$ cat src/rtl/core/dneu_pkg.sv
// Shared types, constants and helper functions for the damped node update.
// No dependencies.
`timescale 1ns / 1ps

package dneu_pkg;

    localparam int Q_W      = 32;   // signed Q16.16 word
    localparam int MASS_W   = 31;
    localparam int DEN_W    = 31;   // divisor width
    localparam int NUM_W    = 63;   // dividend / quotient width
    localparam int WIDE_W   = 66;   // signed working width for add + saturate
    localparam int CFG_IDX_W = 2;

    // register stages from request to result
    localparam int PIPE_LAT = 2 + NUM_W + 5 + NUM_W + 3;

    localparam logic [30:0] ENERGY_MAX = 31'h7FFF_FFFF;

    typedef logic signed [Q_W-1:0] q16_t;
    typedef logic signed [WIDE_W-1:0] wide_t;

    typedef enum logic [CFG_IDX_W-1:0] {
        CFG_MODE      = 2'd0,
        CFG_TIME_STEP = 2'd1,
        CFG_DAMPING   = 2'd2
    } cfg_idx_t;

    typedef struct packed {
        logic        mode;
        logic [30:0] time_step;
        logic [30:0] damping;
    } cfg_t;

    typedef struct packed {
        q16_t        force_x;
        q16_t        force_y;
        q16_t        force_z;
        q16_t        momentum_in_x;
        q16_t        momentum_in_y;
        q16_t        momentum_in_z;
        q16_t        position_in_x;
        q16_t        position_in_y;
        q16_t        position_in_z;
        logic [30:0] node_mass;
    } dneu_in_t;

    typedef struct packed {
        q16_t        position_out_x;
        q16_t        position_out_y;
        q16_t        position_out_z;
        q16_t        momentum_out_x;
        q16_t        momentum_out_y;
        q16_t        momentum_out_z;
        logic [30:0] node_energy;
    } dneu_out_t;

    function automatic logic [Q_W-1:0] mag32(input logic [Q_W-1:0] x);
        return x[Q_W-1] ? Q_W'(-x) : x;
    endfunction

    function automatic wide_t sext(input logic [Q_W-1:0] x);
        return $signed({{(WIDE_W-Q_W){x[Q_W-1]}}, x});
    endfunction

    function automatic wide_t signed_mag(input logic neg, input logic [NUM_W-1:0] m);
        wide_t x;
        x = $signed({{(WIDE_W-NUM_W){1'b0}}, m});
        return neg ? -x : x;
    endfunction

    function automatic q16_t sat32(input wide_t x);
        wide_t hi;
        wide_t lo;
        hi = sext(32'h7FFF_FFFF);
        lo = sext(32'h8000_0000);
        if (x > hi)
            return q16_t'(32'h7FFF_FFFF);
        else if (x < lo)
            return q16_t'(32'h8000_0000);
        else
            return q16_t'(x[Q_W-1:0]);
    endfunction

endpackage

$ cat src/rtl/core/dneu_cfg.sv
// Configuration registers: mode, time step, damping.
// Depends on dneu_pkg.
`timescale 1ns / 1ps

module dneu_cfg
    import dneu_pkg::*;
(
    input  logic                 clk,
    input  logic                 rst_n,
    input  logic                 cfg_we,
    input  logic [CFG_IDX_W-1:0] cfg_index,
    input  logic [30:0]          cfg_wdata,
    output cfg_t                 cfg
);

    cfg_t cfg_reg;
    cfg_t cfg_next;

    always_comb
    begin
        cfg_next = cfg_reg;
        if (cfg_we)
        begin
            case (cfg_index)
                CFG_MODE:      cfg_next.mode      = cfg_wdata[0];
                CFG_TIME_STEP: cfg_next.time_step = cfg_wdata;
                CFG_DAMPING:   cfg_next.damping   = cfg_wdata;
                default:       cfg_next = cfg_reg;
            endcase
        end
    end

    always_ff @(posedge clk or negedge rst_n)
    begin
        if (!rst_n)
        begin
            cfg_reg.mode      <= 1'b0;
            cfg_reg.time_step <= 31'd65;
            cfg_reg.damping   <= 31'd65536;
        end
        else
        begin
            cfg_reg <= cfg_next;
        end
    end

    assign cfg = cfg_reg;

endmodule

$ cat config.mk
export PLATFORM = sky130hd
export DESIGN_NAME = dneu_cfg
export DESIGN_NICKNAME = d
export VERILOG_FILES = /design/src/rtl/core/dneu_pkg.sv /design/src/rtl/core/dneu_cfg.sv
export SDC_FILE = /design/constraint.sdc
export NUM_CORES = 1
export LEC_CHECK = 0
export BUFFER_PORTS_ARGS = -buffer_cell sky130_fd_sc_hd__buf_4
export CAP_MARGIN = 0
export CORE_MARGIN = 8
export CORE_UTILIZATION = 48
export DETAILED_ROUTE_END_ITERATION = 16
export HOLD_SLACK_MARGIN = 0.05
export PLACE_DENSITY = 0.79
export SYNTH_ARGS = -nofsm -noshare
export SYNTH_HDL_FRONTEND = slang
export SYNTH_SLANG_ARGS = --single-unit
$ cat constraint.sdc
create_clock -name clk -period 0.8 [get_ports clk]
set_input_delay 0.24 -clock clk [delete_from_list [all_inputs] [get_ports clk]]
set_output_delay 0.24 -clock clk [all_outputs]
set_load 0.005 [all_outputs]
==> qor.log, run 1 <==
qor: outcome.run_status finished, violations left
qor: outcome.failed_checks setup timing
qor: grt.met3_usage 0.0474
qor: drt.vias 1,814
qor: grt.met1_usage 0.228
qor: power.vdd.ir_drop.worst 2.11 mV
qor: logic_synthesis.postSynthRegisterBits 63
qor: drt.avgViaCountPerCell 4.96
qor: timing.period_needed 1.24 ns
qor: timing.layout_setup_ws -0.437 ns
qor: clocking.clkSinkCount 63
qor: logic_synthesis.synthCells 135
qor: critical_path.critical_path_class reg2out
qor: critical_path.critical-path-max-stage-delay 0.55 ns
qor: grt.largest_net_degree_at_the_start_of_global_routing 20
qor: critical_path.timing.critical_path.arrival 1.00 ns
qor: logic_synthesis.synth_compound_area_frac 0
qor: timing.max_freq 808 MHz
qor: clocking.htree_num_levels 3
qor: power.fin_total_pwr 10.9 mW
qor: cells_and_area.post_route_cells_drive_above_1_share 0.791
qor: timing.final_hold_viol_count 0
qor: logic_synthesis.ys_seq_area_frac 0.625
qor: logic_synthesis.synth_area_leader_cell sky130_fd_sc_hd__dfrtp_1
qor: placement.gpl.final_weighted_congestion 0.719
qor: timing.max_slew.worst_pin.slew 0.269 ns
qor: die.top_level_ports 99
qor: timing.setup_viol 123
qor: drt.drcViolationCount 0
qor: critical_path.critical-path-slowest-cell sky130_fd_sc_hd__dfstp_2
qor: logic_synthesis.post_synth_fa_ha_maj_area_fraction 0
qor: logic_synthesis.synth_top_family_by_area multiplexers
qor: cells_and_area.mostFrequentLayoutCells sky130_fd_sc_hd__buf_6 (83), sky130_fd_sc_hd__mux2_4 (63), sky130_fd_sc_hd__dfrtp_1 (60), sky130_fd_sc_hd__buf_4 (50), sky130_fd_sc_hd__clkbuf_8 (12)
qor: cells_and_area.final_cell_area 4540 um^2
qor: critical_path.path_max_fanout 2
qor: critical_path.critPathTopFamily flip-flops
qor: drt.violation_count_after_the_first_detailed_route_iteration 51
qor: cells_and_area.filler_cell_count 184
qor: critical_path.critical_path_buffers_and_inverters 1
qor: timing.final-max-slew-violation-count 0
qor: critical_path.worstPathCellList buf_6
qor: logic_synthesis.synth_top_cell_area_share 0.594
qor: die.die_area 7850 um^2
qor: logic_synthesis.fraction_of_synthesized_area_in_multiplexers 0.327
qor: cells_and_area.layout.nets 327
qor: logic_synthesis.synthesis.area_per_instance 18.7 um^2
qor: drt.postRouteAntennaNets 0
qor: die.floorplan.initialDensity 0.495
qor: logic_synthesis.yosys.area_share.xor_xnor 0
qor: critical_path.crit_path_end_kind primary output
qor: clocking.clock_insertion_delay_worst_skew 0.33 ns
qor: cells_and_area.antenna_cells_inserted 0
qor: die.die_h 88.6 um
qor: timing.timing.setup.tns -25.47 ns
qor: placement.post_dp_cell_area 3470 um^2
qor: clocking.clock_tree.root_cell sky130_fd_sc_hd__clkbuf_8
qor: power.power_leakage 2.39 nW
qor: placement.post-dp-hpwl 4570 um
qor: drt.drt-wirelength-per-cell 24.2 um
qor: grt.initial_antenna_violation_count 0
qor: clocking.cts-buffers-inserted 9
qor: grt.grt_pass1_wl 11,600 um
qor: critical_path.worst_setup_path_start_kind flip-flop
qor: grt.global_route.usage.total 0.206
qor: grt.overflow 0
qor: logic_synthesis.ys.warnings.count 0
qor: worst_hold_path.min_path_type in2reg
qor: drt.postRouteWirelength 8860 um
qor: cells_and_area.number_of_flip_flops_in_the_largest_register 63
qor: clocking.tritoncts yes
qor: grt.grt_util_met2 0.357
qor: power.powerDensity 2400 nW/um^2
qor: logic_synthesis.synth_top_cells_by_area sky130_fd_sc_hd__dfrtp_1 (59%), sky130_fd_sc_hd__mux2_4 (18%), sky130_fd_sc_hd__mux2_2 (14%), sky130_fd_sc_hd__dfstp_2 (3.1%), sky130_fd_sc_hd__clkbuf_8 (1.6%)
qor: die.die_width 88.6 um
qor: run.cap_viol_max_count 0
qor: drt.drt_pass1_iterations 4
qor: grt.busiest_layer met2
qor: timing.post-route-period-util 1.55
qor: cells_and_area.layout_commonest_cell sky130_fd_sc_hd__buf_6
qor: cells_and_area.area_delta_synth_final 79.4%
qor: logic_synthesis.mappedNetlistNets 171
qor: placement.io_buffer_count 98
qor: logic_synthesis.netlist_area 2530 um^2
qor: logic_synthesis.synth.distinct_cells 8
qor: cells_and_area.post_route_non_filler_standard_cell_count 366
qor: clocking.cts.clk_slew.worst_paths 0.08 ns
qor: timing.finClkSkew 0 ns
qor: clocking.ctsLongestPathBuffers 2
qor: critical_path.timing.critical_path.required 0.56 ns
qor: die.fp.coreArea 5110 um^2
qor: logic_synthesis.post_synth_and_or_nand_nor_area_fraction 0.0188
qor: timing.hold-worst-slack 0.133 ns
qor: grt.first_global_vias 2,045
qor: timing.timing.max_slew.rel_slack 0.820
qor: timing.setup_repair_after_global_routing_missed_its_margin true
qor: placement.dp_cells 307
qor: die.placementRows 26
cell type report:
class | instances | area, um^2 | share of cell area
timing repair buffer | 151 | 1660 | 0.365
sequential | 63 | 1580 | 0.348
multi-input combinational | 66 | 1000 | 0.221
clock buffer | 13 | 169 | 0.0372
tap | 70 | 87.6 | 0.0193
clock inverter | 3 | 40.0 | 0.00883
power breakdown:
group | total [mW] | internal, mW | switching, mW
clock network | 2.95 | 1.69 | 1.27
logic | 3.57 | 2.59 | 0.986
registers | 4.38 | 3.82 | 0.560
timing repair:
item | 4_1_cts | 5_1_grt
cloned | 5 | 0
hold buffers | 1 | 0
endpoints found under the hold margin | 63 | 0
buffers inserted | 26 | 24
resized for setup | 105 | 27
setup endpoints to repair | 116 | 123
synthesized netlist by cell type:
master	count
sky130_fd_sc_hd__dfrtp_1	60
sky130_fd_sc_hd__mux2_2	32
sky130_fd_sc_hd__mux2_4	31
sky130_fd_sc_hd__buf_6	3
sky130_fd_sc_hd__clkbuf_8	3
sky130_fd_sc_hd__dfstp_2	3
sky130_fd_sc_hd__nand3b_4	2
sky130_fd_sc_hd__nor3b_1	1
cells by family (layout without fill, tap and decap cells):
| family | count (synthesis) | count (layout) |
|---|---|---|
| mux | 63 | 63 |
| flops | 63 | 63 |
| buf+inv | 6 | 167 |
| simple gates | 3 | 3 |
path summary, 6_finish.rpt:
path / depth (start not counted) / startpoint / end / slack (ns)
worst max-delay path: 1 / cfg[31]$_DFFE_PN1P_ / cfg[31] / -0.44
worst min-delay path: 2 / cfg_wdata[26] / cfg[57]$_DFFE_PN0P_ / 0.13
worst max register to register: 2 / cfg[54]$_DFFE_PN0P_ / cfg[54]$_DFFE_PN0P_ / -0.13
worst min register to register: 1 / cfg[22]$_DFFE_PN0P_ / cfg[22]$_DFFE_PN0P_ / 0.53
max in group asynchronous: 3 / rst_n / cfg[35]$_DFFE_PN0P_ / 0.05
min in group asynchronous: 2 / rst_n / cfg[9]$_DFFE_PN0P_ / 0.35
metrics by stage:
step                 util  worst slack, ns
CTS                 0.866           -0.410
floorplan               -           -0.178
global placement    0.679           -0.392
global route        0.888           -0.466
finish              0.888           -0.437
detailed placement  0.679           -0.415
per-layer routing:
layer / routed length (um) / up-vias
li1: - / 788
met1: 3390 / 929
met2: 4680 / 72
met3: 461 / 25
met4: 326 / 0
met5: 0 / -
Power figures use the tool's default switching activity.
==> run 2: changes to the inputs <==
--- a/config.mk
+++ b/config.mk
@@ -5,6 +5,7 @@
 export SDC_FILE = /design/constraint.sdc
 export NUM_CORES = 1
 export LEC_CHECK = 0
+export ABC_AREA = 1
 export BUFFER_PORTS_ARGS = -buffer_cell sky130_fd_sc_hd__buf_4
 export CAP_MARGIN = 0
 export CORE_MARGIN = 8
==> qor.log, run 2 <==
qor: outcome.run_status finished, violations left
qor: outcome.failed_checks setup timing
qor: drt.violation_count_after_the_first_detailed_route_iteration 221 [+330%]
qor: timing.timing.setup.tns -19.36 ns [+6.11 ns]
qor: clocking.clock_tree.root_cell sky130_fd_sc_hd__clkbuf_8
qor: logic_synthesis.synth_area_leader_cell sky130_fd_sc_hd__dfrtp_1
qor: critical_path.critical-path-max-stage-delay 0.53 ns [-0.02 ns]
qor: cells_and_area.number_of_flip_flops_in_the_largest_register 63 [unchanged]
qor: logic_synthesis.postSynthRegisterBits 63 [unchanged]
qor: critical_path.critPathTopFamily flip-flops
qor: power.power_leakage 2.34 nW [-1.9%]
qor: critical_path.crit_path_end_kind primary output
qor: timing.setup_viol 72 [-41%]
qor: critical_path.r2r_setup_slack -0.12 ns [about the same]
qor: die.die_area 8020 um^2 [+2.3%]
qor: worst_hold_path.worst_hold_startpoint cfg_wdata[0]
qor: worst_hold_path.min_delay_path_depth 3 [+1]
qor: clocking.cts.clk_slew.worst_paths 0.07 ns [about the same]
qor: cells_and_area.layout_commonest_cell sky130_fd_sc_hd__nand2_1
qor: drt.avgViaCountPerCell 5.70 [+15%]
qor: logic_synthesis.mappedNetlistNets 321 [+88%]
qor: die.floorplan.initialDensity 0.502 [+0.00732]
qor: critical_path.timing.critical_path.arrival 0.97 ns [-0.03 ns]
qor: timing.layout_setup_ws -0.412 ns [+0.0249 ns]
qor: critical_path.critical_path_class reg2out
qor: placement.post-dp-hpwl 5650 um [+24%]
qor: timing.post-route-period-util 1.52 [-0.0311]
qor: logic_synthesis.synth_edf_count 0 [unchanged]
qor: placement.post_dp_cell_area 3610 um^2 [+4.0%]
qor: drt.postRouteAntennaNets 0 [unchanged]
qor: critical_path.timing.reg2reg.worst_path_depth 4 [+2]
qor: worst_hold_path.min_path_type in2reg
qor: logic_synthesis.post_synth_most_frequent_cells sky130_fd_sc_hd__nand2_1 (127), sky130_fd_sc_hd__nand4_1 (62), sky130_fd_sc_hd__dfrtp_1 (60), sky130_fd_sc_hd__buf_2 (21), sky130_fd_sc_hd__clkbuf_1 (6)
qor: die.placementRows 26 [unchanged]
qor: power.vdd.ir_drop.worst 1.34 mV [-37%]
qor: logic_synthesis.synth.most_common_cell sky130_fd_sc_hd__nand2_1
qor: cells_and_area.post_route_cells_drive_above_1_share 0.438 [-0.352]
qor: cells_and_area.layout.nets 469 [+43%]
qor: clocking.tritoncts yes
qor: logic_synthesis.synthArstFlopShare 1.00 [unchanged]
qor: critical_path.worstSetupStartpoint cfg[37]$_DFFE_PN1P_
qor: clocking.htree_num_levels 3 [unchanged]
qor: logic_synthesis.synth.distinct_cells 9 [+1]
qor: logic_synthesis.synth_top_cells_by_area sky130_fd_sc_hd__dfrtp_1 (58%), sky130_fd_sc_hd__nand2_1 (18%), sky130_fd_sc_hd__nand4_1 (15%), sky130_fd_sc_hd__buf_2 (4.0%), sky130_fd_sc_hd__dfstp_2 (3.0%)
qor: cells_and_area.mostFrequentLayoutCells sky130_fd_sc_hd__nand2_1 (119), sky130_fd_sc_hd__buf_4 (91), sky130_fd_sc_hd__buf_6 (67), sky130_fd_sc_hd__nand4_1 (62), sky130_fd_sc_hd__dfrtp_1 (60)
qor: placement.io_buffer_count 98 [unchanged]
qor: timing.max_freq 825 MHz [+2.1%]
qor: clocking.cts-buffers-inserted 9 [unchanged]
qor: cells_and_area.antenna_cells_inserted 0 [unchanged]
qor: die.top_level_ports 99 [unchanged]
qor: logic_synthesis.netlist_area 2600 um^2 [+2.8%]
qor: critical_path.path_max_fanout 2 [unchanged]
qor: timing.max_slew.worst_pin.slew 0.238 ns [-0.0315 ns]
qor: clocking.clkSinkCount 63 [unchanged]
qor: critical_path.worst_setup_path_start_kind flip-flop
qor: grt.initial_antenna_violation_count 0 [unchanged]
qor: timing.period_needed 1.21 ns [-0.0249 ns]
qor: logic_synthesis.postSynth.topFlopCell sky130_fd_sc_hd__dfrtp_1
qor: timing.finClkSkew 0 ns [unchanged]
qor: placement.gpl.final_weighted_congestion 0.809 [+13%]
qor: cells_and_area.final_cell_area 4390 um^2 [-3.2%]
qor: run.cap_viol_max_count 0 [unchanged]
qor: timing.final-max-slew-violation-count 0 [unchanged]
qor: timing.final_hold_viol_count 0 [unchanged]
qor: drt.drt-wirelength-per-cell 19.8 um [-18%]
qor: drt.vias 2,894 [+60%]
qor: die.fp.coreArea 5170 um^2 [+1.3%]
qor: drt.postRouteWirelength 10,100 um [+14%]
qor: logic_synthesis.ys.warnings.count 0 [unchanged]
qor: critical_path.worstPathCellList buf_4
qor: grt.first_global_vias 2,875 [+41%]
qor: timing.timing.max_slew.rel_slack 0.841 [+0.0210]
qor: grt.largest_net_degree_at_the_start_of_global_routing 31 [+55%]
qor: clocking.ctsLongestPathBuffers 2 [unchanged]
qor: critical_path.timing.critical_path.required 0.56 ns [about the same]
qor: drt.drcViolationCount 0 [unchanged]
qor: grt.global_route.usage.total 0.237 [+0.0315]
qor: critical_path.regToRegStartpoint cfg[39]$_DFFE_PN0P_
qor: logic_synthesis.synthesis.area_per_instance 9.12 um^2 [-51%]
qor: critical_path.critical_path_buffers_and_inverters 1 [unchanged]
qor: power.powerDensity 2310 nW/um^2 [-4.0%]
qor: die.die_width 89.6 um [+1.1%]
qor: clocking.clock_insertion_delay_worst_skew 0.33 ns [about the same]
qor: critical_path.r2r-end cfg[39]$_DFFE_PN0P_
qor: logic_synthesis.synthCells 285 [+110%]
qor: logic_synthesis.ys_seq_area_frac 0.608 [-0.0168]
qor: drt.drt_pass1_iterations 5 [+1]
qor: logic_synthesis.synth_top_cell_area_share 0.578 [-0.0160]
qor: grt.overflow 0 [unchanged]
qor: cells_and_area.area_delta_synth_final 68.9%
qor: grt.grt_pass1_wl 14,400 um [+24%]
qor: timing.setup_repair_after_global_routing_missed_its_margin true
qor: critical_path.critical-path-slowest-cell sky130_fd_sc_hd__dfstp_2
qor: die.die_h 89.6 um [+1.1%]
qor: worst_hold_path.hold-path-endpoint cfg[31]$_DFFE_PN1P_
run 2: what timing repair did:
item / in CTS / in global routing
hold buffers: 1 / 0
cloned: 0 / 0
pin swaps: 0 / 1
endpoints found under the hold margin: 62 / 0
endpoints found under the setup margin: 63 / 67
buffers inserted: 22 / 18
gates resized for setup: 62 / 13
run 2: area by class of cell:
cell class,instances,area [um^2]
Multi-Input combinational cell,193,928
Sequential cell,63,1580
Clock buffer,13,159
Clock inverter,3,65.1
Tap cell,70,87.6
Timing Repair Buffer,164,1550
Fill cell,285,782
Inverter,2,22.5
run 2: kinds of logic after synthesis:
| group | count (synthesis) | synth area share |
|---|---|---|
| buffers and inverters | 29 | 0.0520 |
| AND/OR/NAND/NOR | 193 | 0.340 |
| flip-flops | 63 | 0.608 |
run 2: through the flow:
stage | setup slack, ns | total power [mW] | utilization | cells | hold slack (ns)
after CTS | -0.413 | 9.73 | 0.820 | 493 | 0.140
after detailed placement | -0.190 | 6.01 | 0.697 | 454 | 0.0974
after global routing | -0.441 | 10.5 | 0.849 | 508 | 0.169
after global placement | -0.157 | 5.95 | 0.697 | 454 | 0.102
after floorplan | -0.0360 | 4.70 | - | 285 | -0.0556
final | -0.412 | 10.1 | 0.849 | 508 | 0.163
run 2: report_power, final:
| group | switching [mW] | internal, mW | total, mW |
|---|---|---|---|
| logic | 1.12 | 1.72 | 2.84 |
| clock network | 1.21 | 1.92 | 3.13 |
| registers | 0.442 | 3.71 | 4.16 |
| total | 2.77 | 7.36 | 10.1 |
run 2: how the worst max path moves through the flow:
stage                                to  slack [ns]  depth (start not counted)
detailed placement  cfg[30]$_DFFE_PN0P_       -0.19                          6
global placement    cfg[10]$_DFFE_PN0P_       -0.16                          6
CTS                             cfg[31]       -0.41                          1
finish                          cfg[37]       -0.41                          1
global route                    cfg[16]       -0.44                          1
floorplan            cfg[0]$_DFFE_PN0P_       -0.04                          6
run 2: worst reg2reg max path, cell delays in order, from the launching register on:
cell and delay, ns:
sky130_fd_sc_hd__dfrtp_1 0.42, sky130_fd_sc_hd__buf_4 0.15, sky130_fd_sc_hd__buf_4 0.12, sky130_fd_sc_hd__nand2_1 0.05, sky130_fd_sc_hd__nand2_1 0.06
run 2: metal layers:
| layer | vias to the layer above | track usage | routed length (um) |
|---|---|---|---|
| met2 | 182 | 0.402 | 5190 |
| met5 | - | 0 | 0 |
| met4 | 0 | 0.104 | 226 |
| met1 | 1414 | 0.270 | 3690 |
| li1 | 1272 | - | - |
| met3 | 26 | 0.0701 | 968 |
